===== src/hw/rtl/sbod_mod.sv =====
// Radix-2 restoring remainder unit: 64-bit dividend mod 32-bit divisor.
// One dividend bit per cycle. Depends on nothing but itself.
module sbod_mod (
  input  logic        clk,
  input  logic        rst_n,
  input  logic        start,
  input  logic [63:0] dividend,
  input  logic [31:0] divisor,
  output logic        done,
  output logic [31:0] rem
);

  logic [63:0] dvd_r;
  logic [31:0] dvs_r;
  logic [32:0] rem_r;
  logic [5:0]  cnt_r;
  logic        busy_r;
  logic        done_r;
  logic [32:0] shifted;
  logic [32:0] rem_nxt;

  // One restoring step
  always_comb begin
    shifted = {rem_r[31:0], dvd_r[63]};
    if (shifted >= {1'b0, dvs_r}) begin
      rem_nxt = shifted - {1'b0, dvs_r};
    end else begin
      rem_nxt = shifted;
    end
  end

  always_ff @(posedge clk) begin
    if (!rst_n) begin
      busy_r <= 1'b0;
      done_r <= 1'b0;
      cnt_r  <= '0;
    end else begin
      done_r <= 1'b0;
      if (start) begin
        busy_r <= 1'b1;
        cnt_r  <= '0;
      end else if (busy_r) begin
        cnt_r <= cnt_r + 6'd1;
        if (cnt_r == 6'd63) begin
          busy_r <= 1'b0;
          done_r <= 1'b1;
        end
      end
    end
  end

  always_ff @(posedge clk) begin
    if (start) begin
      dvd_r <= dividend;
      dvs_r <= divisor;
      rem_r <= '0;
    end else if (busy_r) begin
      dvd_r <= {dvd_r[62:0], 1'b0};
      rem_r <= rem_nxt;
    end
  end

  assign done = done_r;
  assign rem  = rem_r[31:0];

endmodule


===== config.mk =====
export PLATFORM = sky130hd
export DESIGN_NAME = sbod_mod
export DESIGN_NICKNAME = d
export VERILOG_FILES = /design/src/hw/rtl/sbod_mod.sv
export SDC_FILE = /design/constraint.sdc
export NUM_CORES = 1
export LEC_CHECK = 0
export BUFFER_PORTS_ARGS = -buffer_cell sky130_fd_sc_hd__buf_2
export CORE_MARGIN = 3
export CORE_UTILIZATION = 45
export CTS_BUF_LIST = sky130_fd_sc_hd__clkbuf_8
export DETAILED_ROUTE_END_ITERATION = 6
export PLACE_DENSITY = 0.74
export RECOVER_POWER = 100
export SYNTH_ARGS = -nofsm -noshare
export SYNTH_HDL_FRONTEND = slang
export SYNTH_SLANG_ARGS = --single-unit

===== constraint.sdc =====
create_clock -name clk -period 7.9 [get_ports clk]
set_clock_uncertainty 0.05 [all_clocks]
set_input_delay 0.395 -clock clk [delete_from_list [all_inputs] [get_ports clk]]
set_output_delay 0.395 -clock clk [all_outputs]
set_load 0.1 [all_outputs]

# ---- Yosys cells after proc, flatten, opt, wreduce, memory -nomap -nowiden
# Cells that the tools add are included.
dict set report word_totals {
  register_bits 136
  wordCells 22
  out_inout_bits 33
  inputBits 99
}
dict set report op_classes {
  n_reduce_logical 3
  magnitude_cmp 1
  n_eq_ne 1
  add_sub_neg 2
  mux 7
  bitwise 2
}
# operator count
set ops {}
lappend ops {{64-bit 2-to-1 mux} 2}
lappend ops {{33-bit by 32-bit >= comparator with 1-bit output} 1}
lappend ops {{32-bit 2-to-1 mux} 1}
lappend ops {{32-bit subtractor} 1}
lappend ops {{6-bit by 1-bit adder with 6-bit output, second input constant} 1}
lappend ops {{6-bit == test, second input constant} 1}
lappend ops {{1-bit 2-to-1 mux} 4}
lappend ops {{3-bit OR reduction} 1}
lappend ops {{1-bit NOT} 2}
lappend ops {{2-bit nonzero test} 1}
lappend ops {{2-bit OR reduction} 1}

# ---- Longest topological paths before layout
dict set report logic_depth {
  depth_word 4
  mapped_depth 13
}

# ---- Least setup slack after synthesis
# OpenSTA, ideal clock, no wires.
dict set report synth_timing {
  path_type {register -> register}
  from {register rem_r[26]}
  to {register rem_r[2]}
  path_stages_with_launch 13
  slack_ns 4.367
  setup_ns 0.128
  arrival_time_ns 3.355
  n_path_buf 2
  path_cell_list {dfxtp_1 > ha_1 > buf_6 > and4_1 > and3_4 > a41o_1 > a221oi_2 > nor2b_1 > a2111oi_4 > buf_6 > mux2_2 > mux2i_1 > nor2_1}
}
dict set report synth_between {
  elab_chain_cells 2
}
# element line_no
set synth_lines {}
lappend synth_lines {{from (decl)} 15} ;# logic [32:0] rem_r;
lappend synth_lines {{from (signal assigned)} 59} ;# rem_r <= rem_nxt;
lappend synth_lines {{33-bit by 32-bit >= comparator with 1-bit output} 25} ;# if (shifted >= {1'b0, dvs_r}) begin
lappend synth_lines {{32-bit 2-to-1 mux} 25}
# Every way passes these cells.
# A chain may end at the register's enable or synchronous reset.

# ---- Worst setup path in the final report
dict set report layout_timing {
  from {input start}
  to {register dvd_r[26] (enable)}
}
dict set report layout_between {
  elab_chain_cells 1
}
# element line_no
set layout_lines {}
lappend layout_lines {{from (decl)} 6} ;# input logic start,
lappend layout_lines {{2-bit nonzero test (no line)} -}
lappend layout_lines {{to (signal assigned)} 54} ;# dvd_r <= dividend;
lappend layout_lines {{to (signal assigned)} 58} ;# dvd_r <= {dvd_r[62:0], 1'b0};
lappend layout_lines {{to (decl)} 13} ;# logic [63:0] dvd_r;
# Every way passes these cells.

==> out/qor.txt <==
Crit Path Max Fanout - 65
Syn-to-layout area delta - 14.95%
ANT nets after route - 0
initial antenna violation count - 5
Post-synth EDFFs - 96
slowest CP cell - clkbuf_1
design area - 8341 sq um
sequential share of the synthesized area - 0.5077
Port-buffer cells - 131
number of global-route vias before repair - 5171
total grt overflow - 0
Fin. Hold Viols - 0
status - complete, but fails checks
Die Height - 133.0 um
Min Hold Slack - 0.05849 ns
setup violators final - 0
Compound-Gate Fraction of Synth Area - 0.1416
Unique masters post-synth - 56
crit start category - input port
Fillers - 1409
clock-pin slew on the worst setup and hold paths - 0.09 ns
Vias - 5162
initial drt markers - 278
first drt pass iteration count - 5
WP buf/inv - 2
largest net degree at the start of global routing - 72
peak supply drop - 0.1921 mV
max_cap viols - 3
net count reported at finish - 899
Synth Register Bits - 136
worst r2r path cells - 3
most common cell after layout, fill and taps aside - buf_2
Clock Sinks - 136
synthesized area - 7256 sq um
number of CTS-inserted buffers - 17
die area - 17680 sq um
Synth Area in Simple Gates - 0.08691
I/O Pins - 132
most used cell, CP - clkbuf_1
RSZ-0062 raised after global routing - false
CTS Hold Buffers Added - 0
CTS tree - done
Multi-input gate area - 3219 sq um
Critical R2R Capture - dvd_r[26]
sequential cell area - 3685 sq um
Post-Synthesis Cells - 648
commonest non-fill, non-tap cells in the layout - 97 x buf_2, 96 x edfxtp_1, 67 x nor2_1, 63 x mux2_2, 43 x a21oi_1
cts repair resizes - 0
arrival time worst endpoint - 4.48 ns
DP HPWL - 10.93 mm
setup bufs post-CTS - 0
hold path cells - 1
CP Cell Sequence - clkbuf_1, or2_2, clkbuf_1
Avg Inst Size Synth - 11.20 sq um
power per cell area - 231.2 nW/um^2
vias per cell - 5.209
core area - 15480 sq um
critical path's largest stage delay - 2.41 ns
failing checks - max-capacitance violations, max-slew violations
dpl cell area - 8044 sq um
Synth Flop Type - edfxtp_1
min cycle time layout - 4.538 ns
Async SR Flop Fraction - 0
Req. time, crit path - 7.84 ns
Slew @ Worst Pin - 3.437 ns
final WL - 15.38 mm
Setup TNS Final - 0 ns
Slew headroom - -1.291
total leakage power - 3.432 nW
combinational family with the most area after synthesis - compound AO/OA/AOI/OAI gates
share of cells above drive strength 1 - 0.2580
Crit Reg-Reg Startpoint - busy_r
post-synthesis adder-cell area fraction - 0.05967
Clk Latency, worst-skew pair - 0.45 ns
Rows - 45
Clock Tree Buf Depth - 2
initial core utilization - 0.4686
Die W - 133.0 um
Hold Path End - dvs_r[29]
Hold Crit Class - input port to flip-flop
Synth Warn # - 0
CTS Root Cell - clkbuf_8
Power Total - 1.928 mW
GPL Wtd Cong - 0.8875
fmax - 220.3 MHz
Crit Path Class - input port to flip-flop
gr usage total - 0.1788
HP Start - divisor[29]
Final Cycle Share - 0.5745
Synth Area in XOR/XNOR - 0.03863
crit end category - flip-flop
mux contribution to synthesized area - 0.1200
routed len/inst - 15.52 um
CP top delay family - buffers and inverters
final number of max-transition violations - 138
first-pass GRT wire length - 25.46 mm
Worst R2R Setup Slack - 3.81 ns
Remaining DRCs - 0
post-synthesis net count - 781
CTS H-tree lvls - 4
-- power by group --
part / total [mW] / internal [mW] / switching, mW
Clock: 0.557 / 0.255 / 0.302
Combinational: 0.500 / 0.174 / 0.327
Sequential: 0.870 / 0.840 / 0.0309
Total: 1.93 / 1.27 / 0.660
-- cells by family (layout without fill, tap and decap cells) --
kind of cell    after synthesis  after routing
mux                          79             79
xor+xnor                     32             32
fa+ha+maj                    34             34
flops                       136            136
simple gates                136            136
other cells                   0              1
compound gates              153            153
buf+inv                      78            209
-- cell usage after synthesis (all sizes together), types with 2 or more instances --
cell type,instances,share of area
mux2,64,0.099
nor2,67,0.035
dfxtp,40,0.11
mux2i,15,0.021
nand4,9,0.0078
a221oi,3,0.0045
or2,2,0.0017
or3,4,0.0034
ha,33,0.057
nor2b,7,0.0060
nand2,21,0.011
and3,3,0.0033
a21o,17,0.018
o21a,5,0.0052
xnor2,15,0.018
a2111oi,2,0.0050
xor2,17,0.021
clkbuf,29,0.015
o21bai,4,0.0041
o31a,3,0.0036
a31o,2,0.0024
nand3,8,0.0055
a31oi,12,0.010
nor4,2,0.0017
o31ai,2,0.0021
and4,2,0.0024
a211oi,30,0.032
o21ai,20,0.014
inv,40,0.021
edfxtp,96,0.40
buf,9,0.0097
o22ai,3,0.0026
nand2b,2,0.0017
a21oi,43,0.030
nor3,5,0.0034
-- worst max-delay path by stage --
stage                     startpoint   endpoint  slack [ns]  cells past startpoint
final                          start  dvd_r[26]        3.36                      3
after global routing           start  rem_r[23]        2.81                      4
after CTS                  dvd_r[63]  rem_r[30]        4.61                     13
after detailed placement   dvd_r[63]  rem_r[30]        4.66                     13
after global placement     dvd_r[63]  rem_r[30]        4.78                     13
after floorplan            rem_r[26]   rem_r[2]        4.37                     12
-- stage by stage --
step | std cells | utilization | worst slack [ns]
floorplan | 648 | - | 4.367
global placement | 958 | 0.5195 | 4.781
detailed placement | 958 | 0.5195 | 4.664
CTS | 990 | 0.5438 | 4.611
global route | 991 | 0.5387 | 2.814
finish | 991 | 0.5387 | 3.362
-- area by class of cell --
cell class	instances	area share
Tap cell	211	0.03165
Clock inverter	15	0.01710
Multi-Input combinational cell	434	0.3860
Inverter	40	0.01800
Timing Repair Buffer	137	0.07711
Clock buffer	17	0.02805
Sequential cell	136	0.4418
Antenna cell	1	0.0003000
-- sequential cells by signal, indices dropped and copies added, names as in the netlist --
| register | flops |
|---|---|
| cnt_r | 6 |
| done | 1 |
| dvd_r | 64 |
| rem_r | 32 |
| busy_r | 1 |
| dvs_r | 32 |
-- metal layers --
| metal | up-vias | global-route usage | part of all wire |
|---|---|---|---|
| li1 | 2636 | - | - |
| met3 | 23 | 0.08897 | 0.086 |
| met5 | - | 0 | 0.0027 |
| met4 | 8 | 0.04734 | 0.013 |
| met2 | 141 | 0.2760 | 0.45 |
| met1 | 2354 | 0.2236 | 0.44 |
Power figures use the tool's default switching activity.
