### config.mk
export PLATFORM = sky130hd
export DESIGN_NAME = sbod_cell
export DESIGN_NICKNAME = d
export VERILOG_FILES = /design/src/hw/rtl/sbod_pkg.sv /design/src/hw/rtl/sbod_cell.sv
export SDC_FILE = /design/constraint.sdc
export NUM_CORES = 1
export LEC_CHECK = 0
export BUFFER_PORTS_ARGS = -buffer_cell sky130_fd_sc_hd__buf_2
export CORE_AREA = 5 5 71 73
export DETAILED_ROUTE_END_ITERATION = 10
export DIE_AREA = 0 0 76 78
export MAX_ROUTING_LAYER = met4
export PLACE_DENSITY_LB_ADDON = 0.08
export SETUP_SLACK_MARGIN = 0.3
export SYNTH_ARGS = -nofsm -noshare
export SYNTH_HDL_FRONTEND = slang
export SYNTH_SLANG_ARGS = --single-unit
### constraint.sdc
create_clock -name clk -period 2.8 [get_ports clk]
set_input_delay 0.56 -clock clk [delete_from_list [all_inputs] [get_ports clk]]
set_output_delay 0.56 -clock clk [all_outputs]
set_load 0.005 [all_outputs]
### src/hw/rtl/sbod_pkg.sv
// Package for the sieve bucket offset distributor.
// Holds the sizing constants, register indexes and the counter-chain request type.
// Used by sbod_cell and the top level in hw/rtl.
package sbod_pkg;

  localparam int FLAG_BITS    = 18;
  localparam int FLAG_SIZE    = 262144;
  localparam int MAX_BLOCKS   = 16;
  localparam int BKT_CAPACITY = 2048;

  localparam int BKT_W  = 4;
  localparam int SLOT_W = 11;
  localparam int CNT_W  = $clog2(BKT_CAPACITY) + 1;
  localparam int NB_W   = 5;
  localparam int LINE_W = NB_W + FLAG_BITS;

  localparam logic [1:0] REG_RESIDUE_DIFF    = 2'd0;
  localparam logic [1:0] REG_NUM_BLOCKS      = 2'd1;
  localparam logic [1:0] REG_LARGE_THRESHOLD = 2'd2;

  // Request that travels down the bucket counter chain
  typedef struct packed {
    logic              vld;
    logic              clr;
    logic              hit;
    logic              big;
    logic [BKT_W-1:0]  bucket;
    logic [SLOT_W-1:0] slot;
    logic              ovf;
  } chain_req_t;

endpackage

### src/hw/rtl/sbod_cell.sv
// One bucket cell: normal and large counters for one bucket.
// Passes the chain request to its neighbor each cycle. Uses sbod_pkg.
module sbod_cell (
  input  logic                    clk,
  input  logic                    rst_n,
  input  logic [sbod_pkg::BKT_W-1:0] cell_idx,
  input  sbod_pkg::chain_req_t    req_in,
  output sbod_pkg::chain_req_t    req_out
);
  import sbod_pkg::*;

  logic [CNT_W-1:0] ncnt_r, ncnt_nxt;
  logic [CNT_W-1:0] lcnt_r, lcnt_nxt;
  chain_req_t       req_r, req_nxt;
  logic [CNT_W-1:0] cur;
  logic [CNT_W-1:0] upd;

  always_comb begin
    ncnt_nxt = ncnt_r;
    lcnt_nxt = lcnt_r;
    req_nxt  = req_in;
    cur      = '0;
    upd      = '0;
    if (req_in.vld) begin
      // line start clears both sets as the request passes
      if (req_in.clr) begin
        ncnt_nxt = '0;
        lcnt_nxt = '0;
      end
      if (req_in.hit && req_in.bucket == cell_idx) begin
        cur = req_in.big ? lcnt_nxt : ncnt_nxt;
        if (cur >= CNT_W'(BKT_CAPACITY)) begin
          upd         = CNT_W'(BKT_CAPACITY);
          req_nxt.ovf = 1'b1;
          req_nxt.slot = '0;
        end else begin
          upd          = cur + CNT_W'(1);
          req_nxt.slot = cur[SLOT_W-1:0];
        end
        if (req_in.big) begin
          lcnt_nxt = upd;
        end else begin
          ncnt_nxt = upd;
        end
      end
    end
  end

  always_ff @(posedge clk) begin
    if (!rst_n) begin
      ncnt_r <= '0;
      lcnt_r <= '0;
      req_r  <= '0;
    end else begin
      ncnt_r <= ncnt_nxt;
      lcnt_r <= lcnt_nxt;
      req_r  <= req_nxt;
    end
  end

  assign req_out = req_r;

endmodule

* Word level (Yosys, flattened, before mapping) *
Index checks and enable logic that the tools add are counted.

cells by class
  add/sub/neg operators = 1
  magnitude comparators = 1
  equality and inequality tests = 1
  muxes and demuxes = 14
  reduce and logical (&&, ||, !) cells = 1

operators by type and width
  cell                   number
  $mux 12                12
  $add 12x1->12 const B  1
  $ge 12x12->1 const B   1
  $mux 11                1
  $eq 4x4->1             1
  $logic_and 1x1->1      1
  $mux 1                 1

storage, ports and cells
  flip-flop bits (word level) = 44
  bits of input ports = 26
  output and inout bits = 20
  word-level logic and storage cells = 27

* Logic depth before layout (Yosys ltp) *
Gate-level depths: netlist (run 1).

  word-level depth = 7
  gate-level depth with buffers = 8
  depth with buffers taken out = 6

* Least setup slack after synthesis (run 1) *
Ideal clock, no wire load.

  path kind = in2reg
  start = input port req_in[16] in the netlist's numbering
  end = register ncnt_r[1]
  setup time = 0.115 ns
  data arrival time = 1.808 ns
  data required time = 2.685 ns
  setup slack = 0.877 ns
  stages = 8
  buffers on the path = 2
  cell sequence = buf_6 buf_4 mux2i_1 or2_2 ha_1 nand2_1 nor3_1 o21a_1

between the ends
  longest elaborated chain between the ends = 5
  elaborated cells between the ends (all ways) = 6
  classes of those cells = add/sub (1); order compare (1); mux (4)

ends and longest elaborated chain
  what                                                  line                              text
  start, declared                                       sbod_cell.sv:7                    input sbod_pkg::chain_req_t req_in,
  $mux 12                                               sbod_cell.sv:31                   cur = req_in.big ? lcnt_nxt : ncnt_nxt;
  $add 12x1->12 / $ge 12x12->1 (equally long branches)  sbod_cell.sv:37, sbod_cell.sv:32
  $mux 12                                               sbod_cell.sv:32                   if (cur >= CNT_W'(BKT_CAPACITY)) begin
  $mux 12 (*)                                           sbod_cell.sv:40                   if (req_in.big) begin
  $mux 12 (*)                                           sbod_cell.sv:30                   if (req_in.hit && req_in.bucket == cell_idx) begin
  end signal, assigned                                  sbod_cell.sv:55                   ncnt_r <= ncnt_nxt;
  end, declared                                         sbod_cell.sv:12                   logic [CNT_W-1:0] ncnt_r, ncnt_nxt;

Mark *: on every way between the ends. The rest lies on a longest branch, timed or not.
A chain may end at the register's enable or synchronous reset.

* Worst setup path after layout (run 1) *
  start = input port req_in[16] in the netlist's numbering
  end = register lcnt_r[10]

between the ends
  longest elaborated chain between the ends = 5
  elaborated cells between the ends (all ways) = 6
  classes of those cells = add/sub (1); order compare (1); mux (4)

ends and longest elaborated chain
  what                                                  line                              text
  $mux 12                                               sbod_cell.sv:31
  $add 12x1->12 / $ge 12x12->1 (equally long branches)  sbod_cell.sv:37, sbod_cell.sv:32
  $mux 12                                               sbod_cell.sv:32
  $mux 12 (*)                                           sbod_cell.sv:40
  $mux 12 (*)                                           sbod_cell.sv:30
  end signal, assigned                                  sbod_cell.sv:56                   lcnt_r <= lcnt_nxt;
  end, declared                                         sbod_cell.sv:13                   logic [CNT_W-1:0] lcnt_r, lcnt_nxt;

Marked as above.

==> run_results.csv, run 1 <==
group,metric,value,unit
power_and_ir_drop,pwr-share-seq,53.4,%
setup_path,start_kind,"input pin",
cts,clkTransAtPathRegs,80,ps
cts,cts_setup_buffers,0,
routing,ant_nets,0,
die,rows,24,
routing,wl_per_cell,14.7,µm
cells_and_area,final_cell_mix,"45 x buf_2, 44 x dfxtp_1, 25 x nand2_1",
global_route,gr-usage-all-layers,16.2,%
yosys,synthArstFlopShare,0,%
global_route,grt_pass1_vias,1629,
routing,via_per_inst,5.39,
yosys,syn_avg_cell_area,9.49,µm²
sta,setup-tns-final,0,ps
die,ios,46,
cts,clock_latency,290,ps
min_path,hp-class,"reg2reg",
yosys,yosys_warnings,0,
cts,postCtsHoldBufs,0,
global_route,antenna_found_initial,0,
cts,cts_root_buffer,"clkbuf_8",
die,die_h,78,µm
die,start_util,48.0,%
routing,drtPass1Iterations,4,
global_route,overflow,0,
placement,dpl.hpwl,3300,µm
cells_and_area,drive_above_1_share,26.3,%
cts,cts_inserted_buffers,5,
yosys,synth_top_area_share,42.8,%
min_path,hold_depth,1,
setup_path,crit_required,2980,ps
sta,finalCritPeriodShare,74.9,%
power_and_ir_drop,vdd_ir_drop_max,0.284,mV
yosys,synth-edff-count,0,
run_status,status,"completed",
sta,maxSlewHeadroom,56.6,%
die,core_area,4290,µm²
yosys,ys_seq_elements,44,
power_and_ir_drop,p_switching,0.259,mW
yosys,synth_top_area_cell,"dfxtp_1",
setup_path,ff2ff_path_depth,5,
cts,tritoncts,"done",
cells_and_area,mostFrequentLayoutCell,"buf_2",
yosys,synth_nets,244,
sta,clock_skew,7.38,ps
die,fp.dieW,76,µm
setup_path,cp_max_fo,24,
power_and_ir_drop,p_int,0.949,mW
global_route,grt_pass1_wl,7800,µm
cells_and_area,area_growth,16.9,%
cells_and_area,layout.nets,285,
die,die_area,5930,µm²
cts,numClockSinks,44,
sta,fmax,477,MHz
power_and_ir_drop,comb_power_share,8.0,%
yosys,synthSimpleGateAreaFrac,21.1,%
run,drv_cap,0,
routing,routed_wl,4590,µm
yosys,synthFlopType,"dfxtp_1",
cts,ctsResizeCount,0,
power_and_ir_drop,clkPwrFrac,38.6,%
setup_path,worstSetupPathType,"in2reg",
setup_path,crit_arrival,2270,ps
yosys,synth_cells,217,
routing,drtIter0Drc,113,
yosys,synth_cell_types,39,
sta,drv_slew,0,
yosys,synth_adder_area_share,0.608,%
cts,ctsHtreeMaxLevel,2,
routing,drc,0,
cts,clock_path_buffers,2,
placement,gp_congestion,0.832,
yosys,muxShareOfSynthArea,6.32,%
sta,finalHoldViolations,0,
yosys,synth_top_family_by_area,"simple AND/OR/NAND/NOR gates",
cells_and_area,fin_util,56.1,%
yosys,yosys-top-cells-area,"dfxtp_1 43%, mux2i_1 6.3%, o2bb2ai_1 5.5%, nand3_1 4.9%, xor2_1 4.7%",
power_and_ir_drop,p_leak,1.02,nW
power_and_ir_drop,p_per_area,502,nW/µm²
sta,tightest_slew,649,ps
yosys,synth_xor_area_share,5.53,%
sta,setup_violations,0,
yosys,syn_area,2060,µm²
yosys,synth_compound_area_share,20.0,%
global_route,grt_max_degree,30,
routing,vias,1676,
sta,rsz0062_at_grt,"false",
placement,portBuffers,45,
cells_and_area,diodes,0,
sta,period_minus_slack,2100,ps
power_and_ir_drop,p_sw_share,21.4,%
setup_path,end_kind,"register",
yosys,seq_area_frac_synth,42.8,%
synthesized netlist by cell type (2+ instances only):
library cell / instances
dfxtp_1: 44
nand2_1: 25
nand3_1: 20
mux2i_1: 13
o2bb2ai_1: 13
a21boi_0: 12
and2_1: 12
nor2_1: 12
xor2_1: 11
clkbuf_1: 7
buf_2: 4
nand3b_1: 3
o21ai_0: 3
or2_2: 3
a21oi_1: 2
a21oi_2: 2
a32o_1: 2
buf_4: 2
nand4_1: 2
nor3_1: 2
o21a_1: 2
o21bai_1: 2
o2bb2ai_2: 2
xnor2_1: 2
area by class of cell:
class                           instances  area (µm²)
Tap cell                               52        65.1
Inverter                                1        3.75
Fill cell                             411        1890
Timing Repair Buffer                   48         248
Clock buffer                            6        72.6
Multi-Input combinational cell        158        1100
Clock inverter                          2        35.0
Sequential cell                        44         881
sequential cells by signal, indices dropped and copies added (netlist names):
register  count
ncnt_r       12
req_out      20
lcnt_r       12
worst paths after layout:
kind                                from                 endpoint  slack, ps
setup reg to reg  ncnt_r[0]$_SDFFE_PN0P_  lcnt_r[10]$_SDFFE_PN0P_       1100
hold reg to reg   ncnt_r[9]$_SDFFE_PN0P_   ncnt_r[9]$_SDFFE_PN0P_        470
hold / removal    ncnt_r[9]$_SDFFE_PN0P_   ncnt_r[9]$_SDFFE_PN0P_        470
setup / recovery              req_in[16]  lcnt_r[10]$_SDFFE_PN0P_        700
critical path: stages:
cell,delay (ps)
buf_2,450
mux2i_1,260
a2111oi_1,470
nand4_1,160
xor2_1,270
o2bb2ai_2,90
stage by stage:
| stage | std cells | power [mW] | hold slack [ps] | instance area [µm²] | worst slack, ps |
|---|---|---|---|---|---|
| after detailed placement | 303 | 0.756 | 452 | 2300 | 419 |
| after floorplan | 217 | 0.714 | 432 | 2060 | 877 |
| after global placement | 303 | 0.756 | 450 | 2300 | 429 |
| after global routing | 311 | 1.26 | 489 | 2410 | 566 |
| after CTS | 311 | 1.22 | 470 | 2410 | 725 |
| final | 311 | 1.21 | 466 | 2410 | 702 |
routing by layer:
metal	global-route usage, %	routed length [µm]
met4	4.63	57
met2	23.6	1880
met5	-	0
met3	5.44	365
met1	21.1	2280
cells by family (layout without fill, tap and decap cells):
group,count (synthesis),count (layout)
xor gates and xnor gates,13,13
buffers and inverters,15,57
AOI/OAI and AO/OA,47,47
muxes,13,13
adders and majority gates,1,1
DFF,44,44
and+or+nand+nor,84,84
power by group through the flow:
stage	clock, mW	combinational [mW]	sequential (mW)
after global placement	0	0.0965	0.659
after global routing	0.508	0.106	0.647
after floorplan	0	0.0517	0.662
final	0.466	0.0964	0.644
after CTS	0.481	0.0972	0.645
after detailed placement	0	0.0968	0.659
Note: power is estimated with default switching activity, not from simulation.
==> inputs of run 2 (changes only) <==
--- a/config.mk
+++ b/config.mk
@@ -5,10 +5,11 @@
 export SDC_FILE = /design/constraint.sdc
 export NUM_CORES = 1
 export LEC_CHECK = 0
+export ABC_AREA = 1
 export BUFFER_PORTS_ARGS = -buffer_cell sky130_fd_sc_hd__buf_2
-export CORE_AREA = 5 5 71 73
+export CORE_AREA = 5 5 76 78
 export DETAILED_ROUTE_END_ITERATION = 10
-export DIE_AREA = 0 0 76 78
+export DIE_AREA = 0 0 81 83
 export MAX_ROUTING_LAYER = met4
 export PLACE_DENSITY_LB_ADDON = 0.08
 export SETUP_SLACK_MARGIN = 0.3
==> constraint.sdc (replaced) <==
create_clock -name clk -period 1.8 [get_ports clk]
set_input_delay 0.36 -clock clk [delete_from_list [all_inputs] [get_ports clk]]
set_output_delay 0.36 -clock clk [all_outputs]
set_load 0.005 [all_outputs]
==> run 2 against run 1 <==
  * Global-route usage increased by 4.4 points
  * Total power increased by 68%
  * Final cell count increased by 61%
  * Non-clock buffer count increased by 35
  * Sequential power increased by 61%
  * Clock skew increased by 3.1 ps
  * Critical path depth increased by 3
  * Clock-buffer cell count increased by 2
  * Utilization increased by 7.7 points
  * Sequential share of layout area decreased by 8.8 points
  * Combinational power increased to 3.6 times the previous value
==> run_results.csv, run 2 <==
group,metric,value,unit
setup_path,worstSetupPathType,"in2reg",
setup_path,ff2ff_path_depth,11,
setup_path,rr_endpoint,"lcnt_r[8]$_SDFFE_PN0P_",
power_and_ir_drop,clkPwrFrac,31.6,%
sta,clock_skew,10.5,ps
run,drv_cap,0,
yosys,synth_top_area_cell,"dfxtp_1",
cells_and_area,layout.nets,457,
min_path,hp-class,"in2reg",
global_route,antenna_found_initial,0,
setup_path,crit_start,"req_in[18]",
cts,clock_latency,300,ps
global_route,grt_max_degree,28,
sta,period_minus_slack,1510,ps
yosys,seq_area_frac_synth,36.6,%
global_route,grt_pass1_wl,10700,µm
routing,drc,0,
power_and_ir_drop,vdd_ir_drop_max,0.325,mV
setup_path,start_kind,"input pin",
global_route,overflow,0,
cells_and_area,finalInstanceArea,3190,µm²
routing,wl_per_cell,14.0,µm
yosys,yosysMostFrequentCell,"nand2_1",
die,start_util,48.1,%
yosys,synth_compound_area_share,18.7,%
yosys,synth_cells,359,
yosys,synthSimpleGateAreaFrac,31.7,%
cts,clkTransAtPathRegs,80,ps
cts,cts_root_buffer,"clkbuf_8",
cts,ctsHtreeMaxLevel,2,
yosys,synthTopCellsByCount,"86 x nand2_1, 44 x dfxtp_1, 36 x inv_1",
sta,rsz0062_at_grt,"true",
sta,setup_violations,0,
cells_and_area,instances_no_fill,501,
yosys,synthFlopType,"dfxtp_1",
routing,drtIter0Drc,168,
routing,routed_wl,7020,µm
cts,numClockSinks,44,
yosys,yosys-top-cells-area,"dfxtp_1 37%, nand2_1 13%, a21oi_1 6.9%, nand3_1 5.8%, inv_1 5.6%",
yosys,syn_area,2410,µm²
yosys,syn_avg_cell_area,6.71,µm²
die,die_h,83,µm
power_and_ir_drop,p_leak,1.51,nW
yosys,synth_cell_types,33,
yosys,synth_top_area_share,36.6,%
power_and_ir_drop,p_per_area,635,nW/µm²
die,fp.dieW,81,µm
cells_and_area,area_growth,32.7,%
power_and_ir_drop,p_int,1.48,mW
min_path,hold_path_end,"req_out[14]$_SDFF_PN0_",
yosys,synth_top_family_by_area,"simple AND/OR/NAND/NOR gates",
yosys,ys_seq_elements,44,
setup_path,cp_max_fo,7,
power_and_ir_drop,pwr-share-seq,51.4,%
placement,place_ws,10.9,ps
placement,placed_cell_area,2920,µm²
setup_path,max_stage_delay,190,ps
sta,fmax,663,MHz
min_path,hp-start,"req_in[14]",
cells_and_area,final_cell_mix,"74 x nand2_1, 42 x buf_2, 39 x dfxtp_1",
run_status,status,"completed",
setup_path,r2r_setup_slack,350,ps
setup_path,slowest_stage,"nand4_1",
cells_and_area,drive_above_1_share,37.6,%
global_route,grt_pass1_vias,2254,
routing,via_per_inst,5.18,
setup_path,end_kind,"register",
sta,timing.final.ws_setup,292,ps
power_and_ir_drop,p_switching,0.554,mW
sta,finalHoldViolations,0,
yosys,yosys_warnings,0,
yosys,synth-edff-count,0,
yosys,muxShareOfSynthArea,0,%
setup_path,crit_required,2030,ps
setup_path,crit_arrival,1740,ps
yosys,synth_nets,386,
cells_and_area,mostFrequentLayoutCell,"nand2_1",
cells_and_area,diodes,0,
die,rows,26,
placement,portBuffers,45,
power_and_ir_drop,p_sw_share,27.3,%
sta,finalCritPeriodShare,83.8,%
cells_and_area,largest_reg_flops,20,
yosys,synth_xor_area_share,0,%
sta,drv_slew,0,
die,ios,46,
sta,maxSlewHeadroom,67.3,%
die,die_area,6720,µm²
yosys,synth_adder_area_share,0.520,%
die,core_area,5010,µm²
sta,tightest_slew,490,ps
setup_path,rr_startpoint,"lcnt_r[0]$_SDFFE_PN0P_",
setup_path,cpMostUsedCell,"buf_4",
routing,drtPass1Iterations,4,
routing,vias,2593,
cts,cts_inserted_buffers,5,
global_route,gr-usage-all-layers,20.6,%
setup_path,path_cells,"buf_4, buf_4, nor2_1, o21ai_2, nor2_4, nand4_1, inv_1, nand2_1, a31oi_1",
yosys,synthArstFlopShare,0,%
placement,dpl.hpwl,4790,µm
placement,place_inst,489,
cts,tritoncts,"done",
placement,gp_congestion,0.936,
routing,ant_nets,0,
cts,postCtsHoldBufs,0,
cts,clock_path_buffers,2,
min_path,hold_depth,3,
power_and_ir_drop,comb_power_share,17.0,%
-- run 2: changes by cell type in the layout (fill, tap and decap cells not counted), moves of 12 or more --
cell | previous run | this run
nand2_1 | 25 | 74
a21oi_1 | 2 | 25
nand2_2 | 0 | 14
o2bb2ai_1 | 13 | 0
inv_1 | 1 | 31
buf_4 | 3 | 37
nor2_1 | 12 | 25
o21ai_0 | 3 | 25
a21boi_0 | 12 | 0
and2_1 | 12 | 0
mux2i_1 | 13 | 0
-- run 2: cell families after synthesis --
kind of cell,Yosys count
AND/OR/NAND/NOR,170
AO/OA/AOI/OAI,81
buffers and inverters,63
flip-flops,44
adder cells (fa/ha/maj),1
-- run 2: final cells by class --
class                           count  area (µm²)
Multi-Input combinational cell    253        1390
Tap cell                           70        87.6
Fill cell                         496        1820
Clock buffer                        8        90.1
Inverter                           42         194
Timing Repair inverter              1        8.76
Sequential cell                    44         887
Timing Repair Buffer               83         533
-- run 2: timing repair --
action	4_1_cts	5_1_grt
setup buffers	0	2
gates resized for setup	3	52
setup endpoints to repair	11	30
cloned	0	2
pin swaps	1	21
-- run 2: worst max-delay path: cells and delay by family --
family / cells / cell delay, ps
AOI/OAI and AO/OA: 2 / 280
and+or+nand+nor: 4 / 610
buffers and inverters: 3 / 470
-- run 2: worst max-delay path by stage --
stage | end | cells after the start
2_1_floorplan | lcnt_r[8]$_SDFFE_PN0P_ | 14
3_3_place_gp | lcnt_r[8]$_SDFFE_PN0P_ | 14
3_5_place_dp | lcnt_r[4]$_SDFFE_PN0P_ | 9
4_1_cts | lcnt_r[4]$_SDFFE_PN0P_ | 9
5_1_grt | lcnt_r[8]$_SDFFE_PN0P_ | 11
6_report | lcnt_r[11]$_SDFFE_PN0P_ | 9
-- run 2: metal layers --
metal	share of wire [%]	up-vias	GRT usage (%)
li1	-	1312	-
met4	1.5	0	5.38
met3	8.2	12	3.79
met2	45	101	30.9
met5	0	-	-
met1	46	1168	28.4
-- run 2: per-stage QoR --
step	hold WS [ps]	setup TNS [ps]	util, %	power (mW)
6_report	238	0	63.8	2.03
5_1_grt	244	0	63.8	2.13
4_1_cts	246	0	60.1	2.01
3_5_place_dp	460	0	58.2	1.38
3_3_place_gp	452	-6.41	58.2	1.38
2_1_floorplan	445	0	-	1.26
-- run 2: power groups by stage --
stage / Combinational, mW / Clock, mW / Sequential [mW]
floorplan: 0.195 / 0 / 1.07
global placement: 0.312 / 0 / 1.06
detailed placement: 0.315 / 0 / 1.06
CTS: 0.317 / 0.656 / 1.04
global route: 0.380 / 0.698 / 1.05
finish: 0.344 / 0.642 / 1.04
==> inputs of run 3 (changes only) <==
--- a/config.mk
+++ b/config.mk
@@ -5,11 +5,11 @@
 export SDC_FILE = /design/constraint.sdc
 export NUM_CORES = 1
 export LEC_CHECK = 0
-export ABC_AREA = 1
+export ABC_AREA = 0
 export BUFFER_PORTS_ARGS = -buffer_cell sky130_fd_sc_hd__buf_2
-export CORE_AREA = 5 5 76 78
+export CORE_AREA = 5 5 71 73
 export DETAILED_ROUTE_END_ITERATION = 10
-export DIE_AREA = 0 0 81 83
+export DIE_AREA = 0 0 76 78
 export MAX_ROUTING_LAYER = met4
 export PLACE_DENSITY_LB_ADDON = 0.08
 export SETUP_SLACK_MARGIN = 0.3
==> constraint.sdc (replaced) <==
create_clock -name clk -period 1.4 [get_ports clk]
set_input_delay 0.28 -clock clk [delete_from_list [all_inputs] [get_ports clk]]
set_output_delay 0.28 -clock clk [all_outputs]
set_load 0.005 [all_outputs]
==> run 3 against run 2 <==
  * The run now ends with setup timing left
  * Routed wire length grew 18%
  * First-iteration DRC count rose by 26%
  * Combinational power rose by 4%
  * Hold slack worse by 57 ps
  * Critical path depth down 4
  * Sequential power rose by 24%
  * Final cell count is 22% lower
  * Via count decreased by 13%
  * Clock power increased by 51%
  * Setup slack got worse by 520 ps
  * Global-route usage increased by 4.5 points
  * Total power up 29%
==> run_results.csv, run 3 (synthesis results as in run 1) <==
group,metric,value,unit
setup_path,end_kind,"register",
power_and_ir_drop,p_leak,1.60,nW
routing,drc,0,
run_status,status,"finished, violations left",
setup_path,crit_arrival,1820,ps
power_and_ir_drop,p_per_area,711,nW/µm²
setup_path,worstSetupPathType,"reg2reg",
sta,tightest_slew,409,ps
global_route,gr-usage-all-layers,25.2,%
cts,tritoncts,"done",
routing,wl_per_cell,21.1,µm
setup_path,start_kind,"register",
sta,clock_skew,13.2,ps
run_status,violations,"setup timing",
min_path,hp-start,"req_in[15]",
sta,finalCritPeriodShare,116,%
routing,routed_wl,8290,µm
sta,finalHoldViolations,0,
die,ios,46,
sta,period_minus_slack,1630,ps
routing,vias,2247,
global_route,grt_pass1_wl,11500,µm
cts,clkTransAtPathRegs,80,ps
die,start_util,48.0,%
routing,drtPass1Iterations,4,
cts,numClockSinks,44,
die,die_area,5930,µm²
setup_path,crit_required,1590,ps
placement,gp_congestion,0.843,
routing,drtIter0Drc,211,
cells_and_area,fin_util,85.6,%
cts,postCtsHoldBufs,0,
global_route,overflow,0,
sta,setup_violations,20,
cts,cts_root_buffer,"clkbuf_8",
cts,clock_latency,310,ps
routing,ant_nets,0,
global_route,antenna_found_initial,0,
routing,via_per_inst,5.73,
setup_path,crit_start,"lcnt_r[1]$_SDFFE_PN0P_",
cells_and_area,area_growth,78.5,%
sta,timing.final.ws_setup,-226,ps
cells_and_area,diodes,0,
setup_path,rr_startpoint,"lcnt_r[1]$_SDFFE_PN0P_",
cells_and_area,final_cell_mix,"54 x buf_4, 39 x buf_2, 27 x dfxtp_1",
global_route,grt_max_degree,18,
setup_path,cp_max_fo,3,
die,core_area,4290,µm²
cells_and_area,mostFrequentLayoutCell,"buf_4",
power_and_ir_drop,vdd_ir_drop_max,0.525,mV
run,drv_cap,0,
cts,ctsHtreeMaxLevel,2,
placement,dpl.hpwl,4150,µm
sta,maxSlewHeadroom,72.7,%
die,fp.dieW,76,µm
die,die_h,78,µm
cells_and_area,layout.nets,366,
sta,fmax,615,MHz
min_path,hp-class,"in2reg",
sta,drv_slew,0,
cells_and_area,drive_above_1_share,63.5,%
cells_and_area,largest_reg_flops,20,
die,rows,24,
placement,portBuffers,45,
cts,clock_path_buffers,2,
sta,setup-tns-final,-2220,ps
cts,cts_inserted_buffers,5,
global_route,grt_pass1_vias,2288,
sta,rsz0062_at_grt,"true",
run 3: routing by layer:
layer | GRT usage, % | routed length [µm] | vias up
li1 | - | - | 1005
met1 | 27.9 | 3080 | 1093
met2 | 42.8 | 4200 | 109
met3 | 4.75 | 530 | 40
met4 | 13.2 | 470 | 0
met5 | - | 0 | -
run 3: area by class of cell:
class                           count  area (µm²)
Clock inverter                      2        35.0
Clock buffer                        6        72.6
Timing Repair Buffer              129        1100
Tap cell                           52        65.1
Fill cell                         211         618
Sequential cell                    44         907
Inverter                            1        3.75
Multi-Input combinational cell    158        1490
run 3: path summary, 6_finish.rpt:
| check | end | slack [ps] | cells after the start |
|---|---|---|---|
| setup / recovery | ncnt_r[10]$_SDFFE_PN0P_ | -230 | 5 |
| hold / removal | req_out[15]$_SDFF_PN0_ | 180 | 2 |
| setup reg to reg | ncnt_r[10]$_SDFFE_PN0P_ | -230 | 5 |
| hold reg to reg | lcnt_r[9]$_SDFFE_PN0P_ | 480 | 1 |
run 3: repair_timing:
item                                    CTS  global route
endpoints found under the setup margin   36            36
pin swaps                                31            26
setup buffers                            23             9
cloned                                    3             0
hold endpoints to repair                  0             0
resized for setup                        87            39
run 3: worst max-delay path, stage by stage (launching register included):
cell and delay (ps):
dfxtp_2 380, nand3_4 130, a2111oi_4 460, nand4_1 230, xor2_2 260, o2bb2ai_2 80
run 3: through the flow:
step / cells / worst slack [ps] / hold WS, ps / area, µm² / power, mW
2_1_floorplan: 217 / -99.2 / 402 / 2200 / 1.45
3_3_place_gp: 349 / -395 / 448 / 2760 / 1.57
3_5_place_dp: 349 / -478 / 446 / 2760 / 1.57
4_1_cts: 383 / -105 / 176 / 3460 / 2.59
5_1_grt: 392 / -304 / 176 / 3680 / 2.72
6_report: 392 / -226 / 181 / 3680 / 2.62
run 3: power by group:
| part | leakage (nW) | switching (mW) | internal (mW) |
|---|---|---|---|
| clock network | 0.0552 | 0.442 | 0.530 |
| registers | 0.369 | 0.00798 | 1.28 |
| logic | 1.17 | 0.171 | 0.187 |
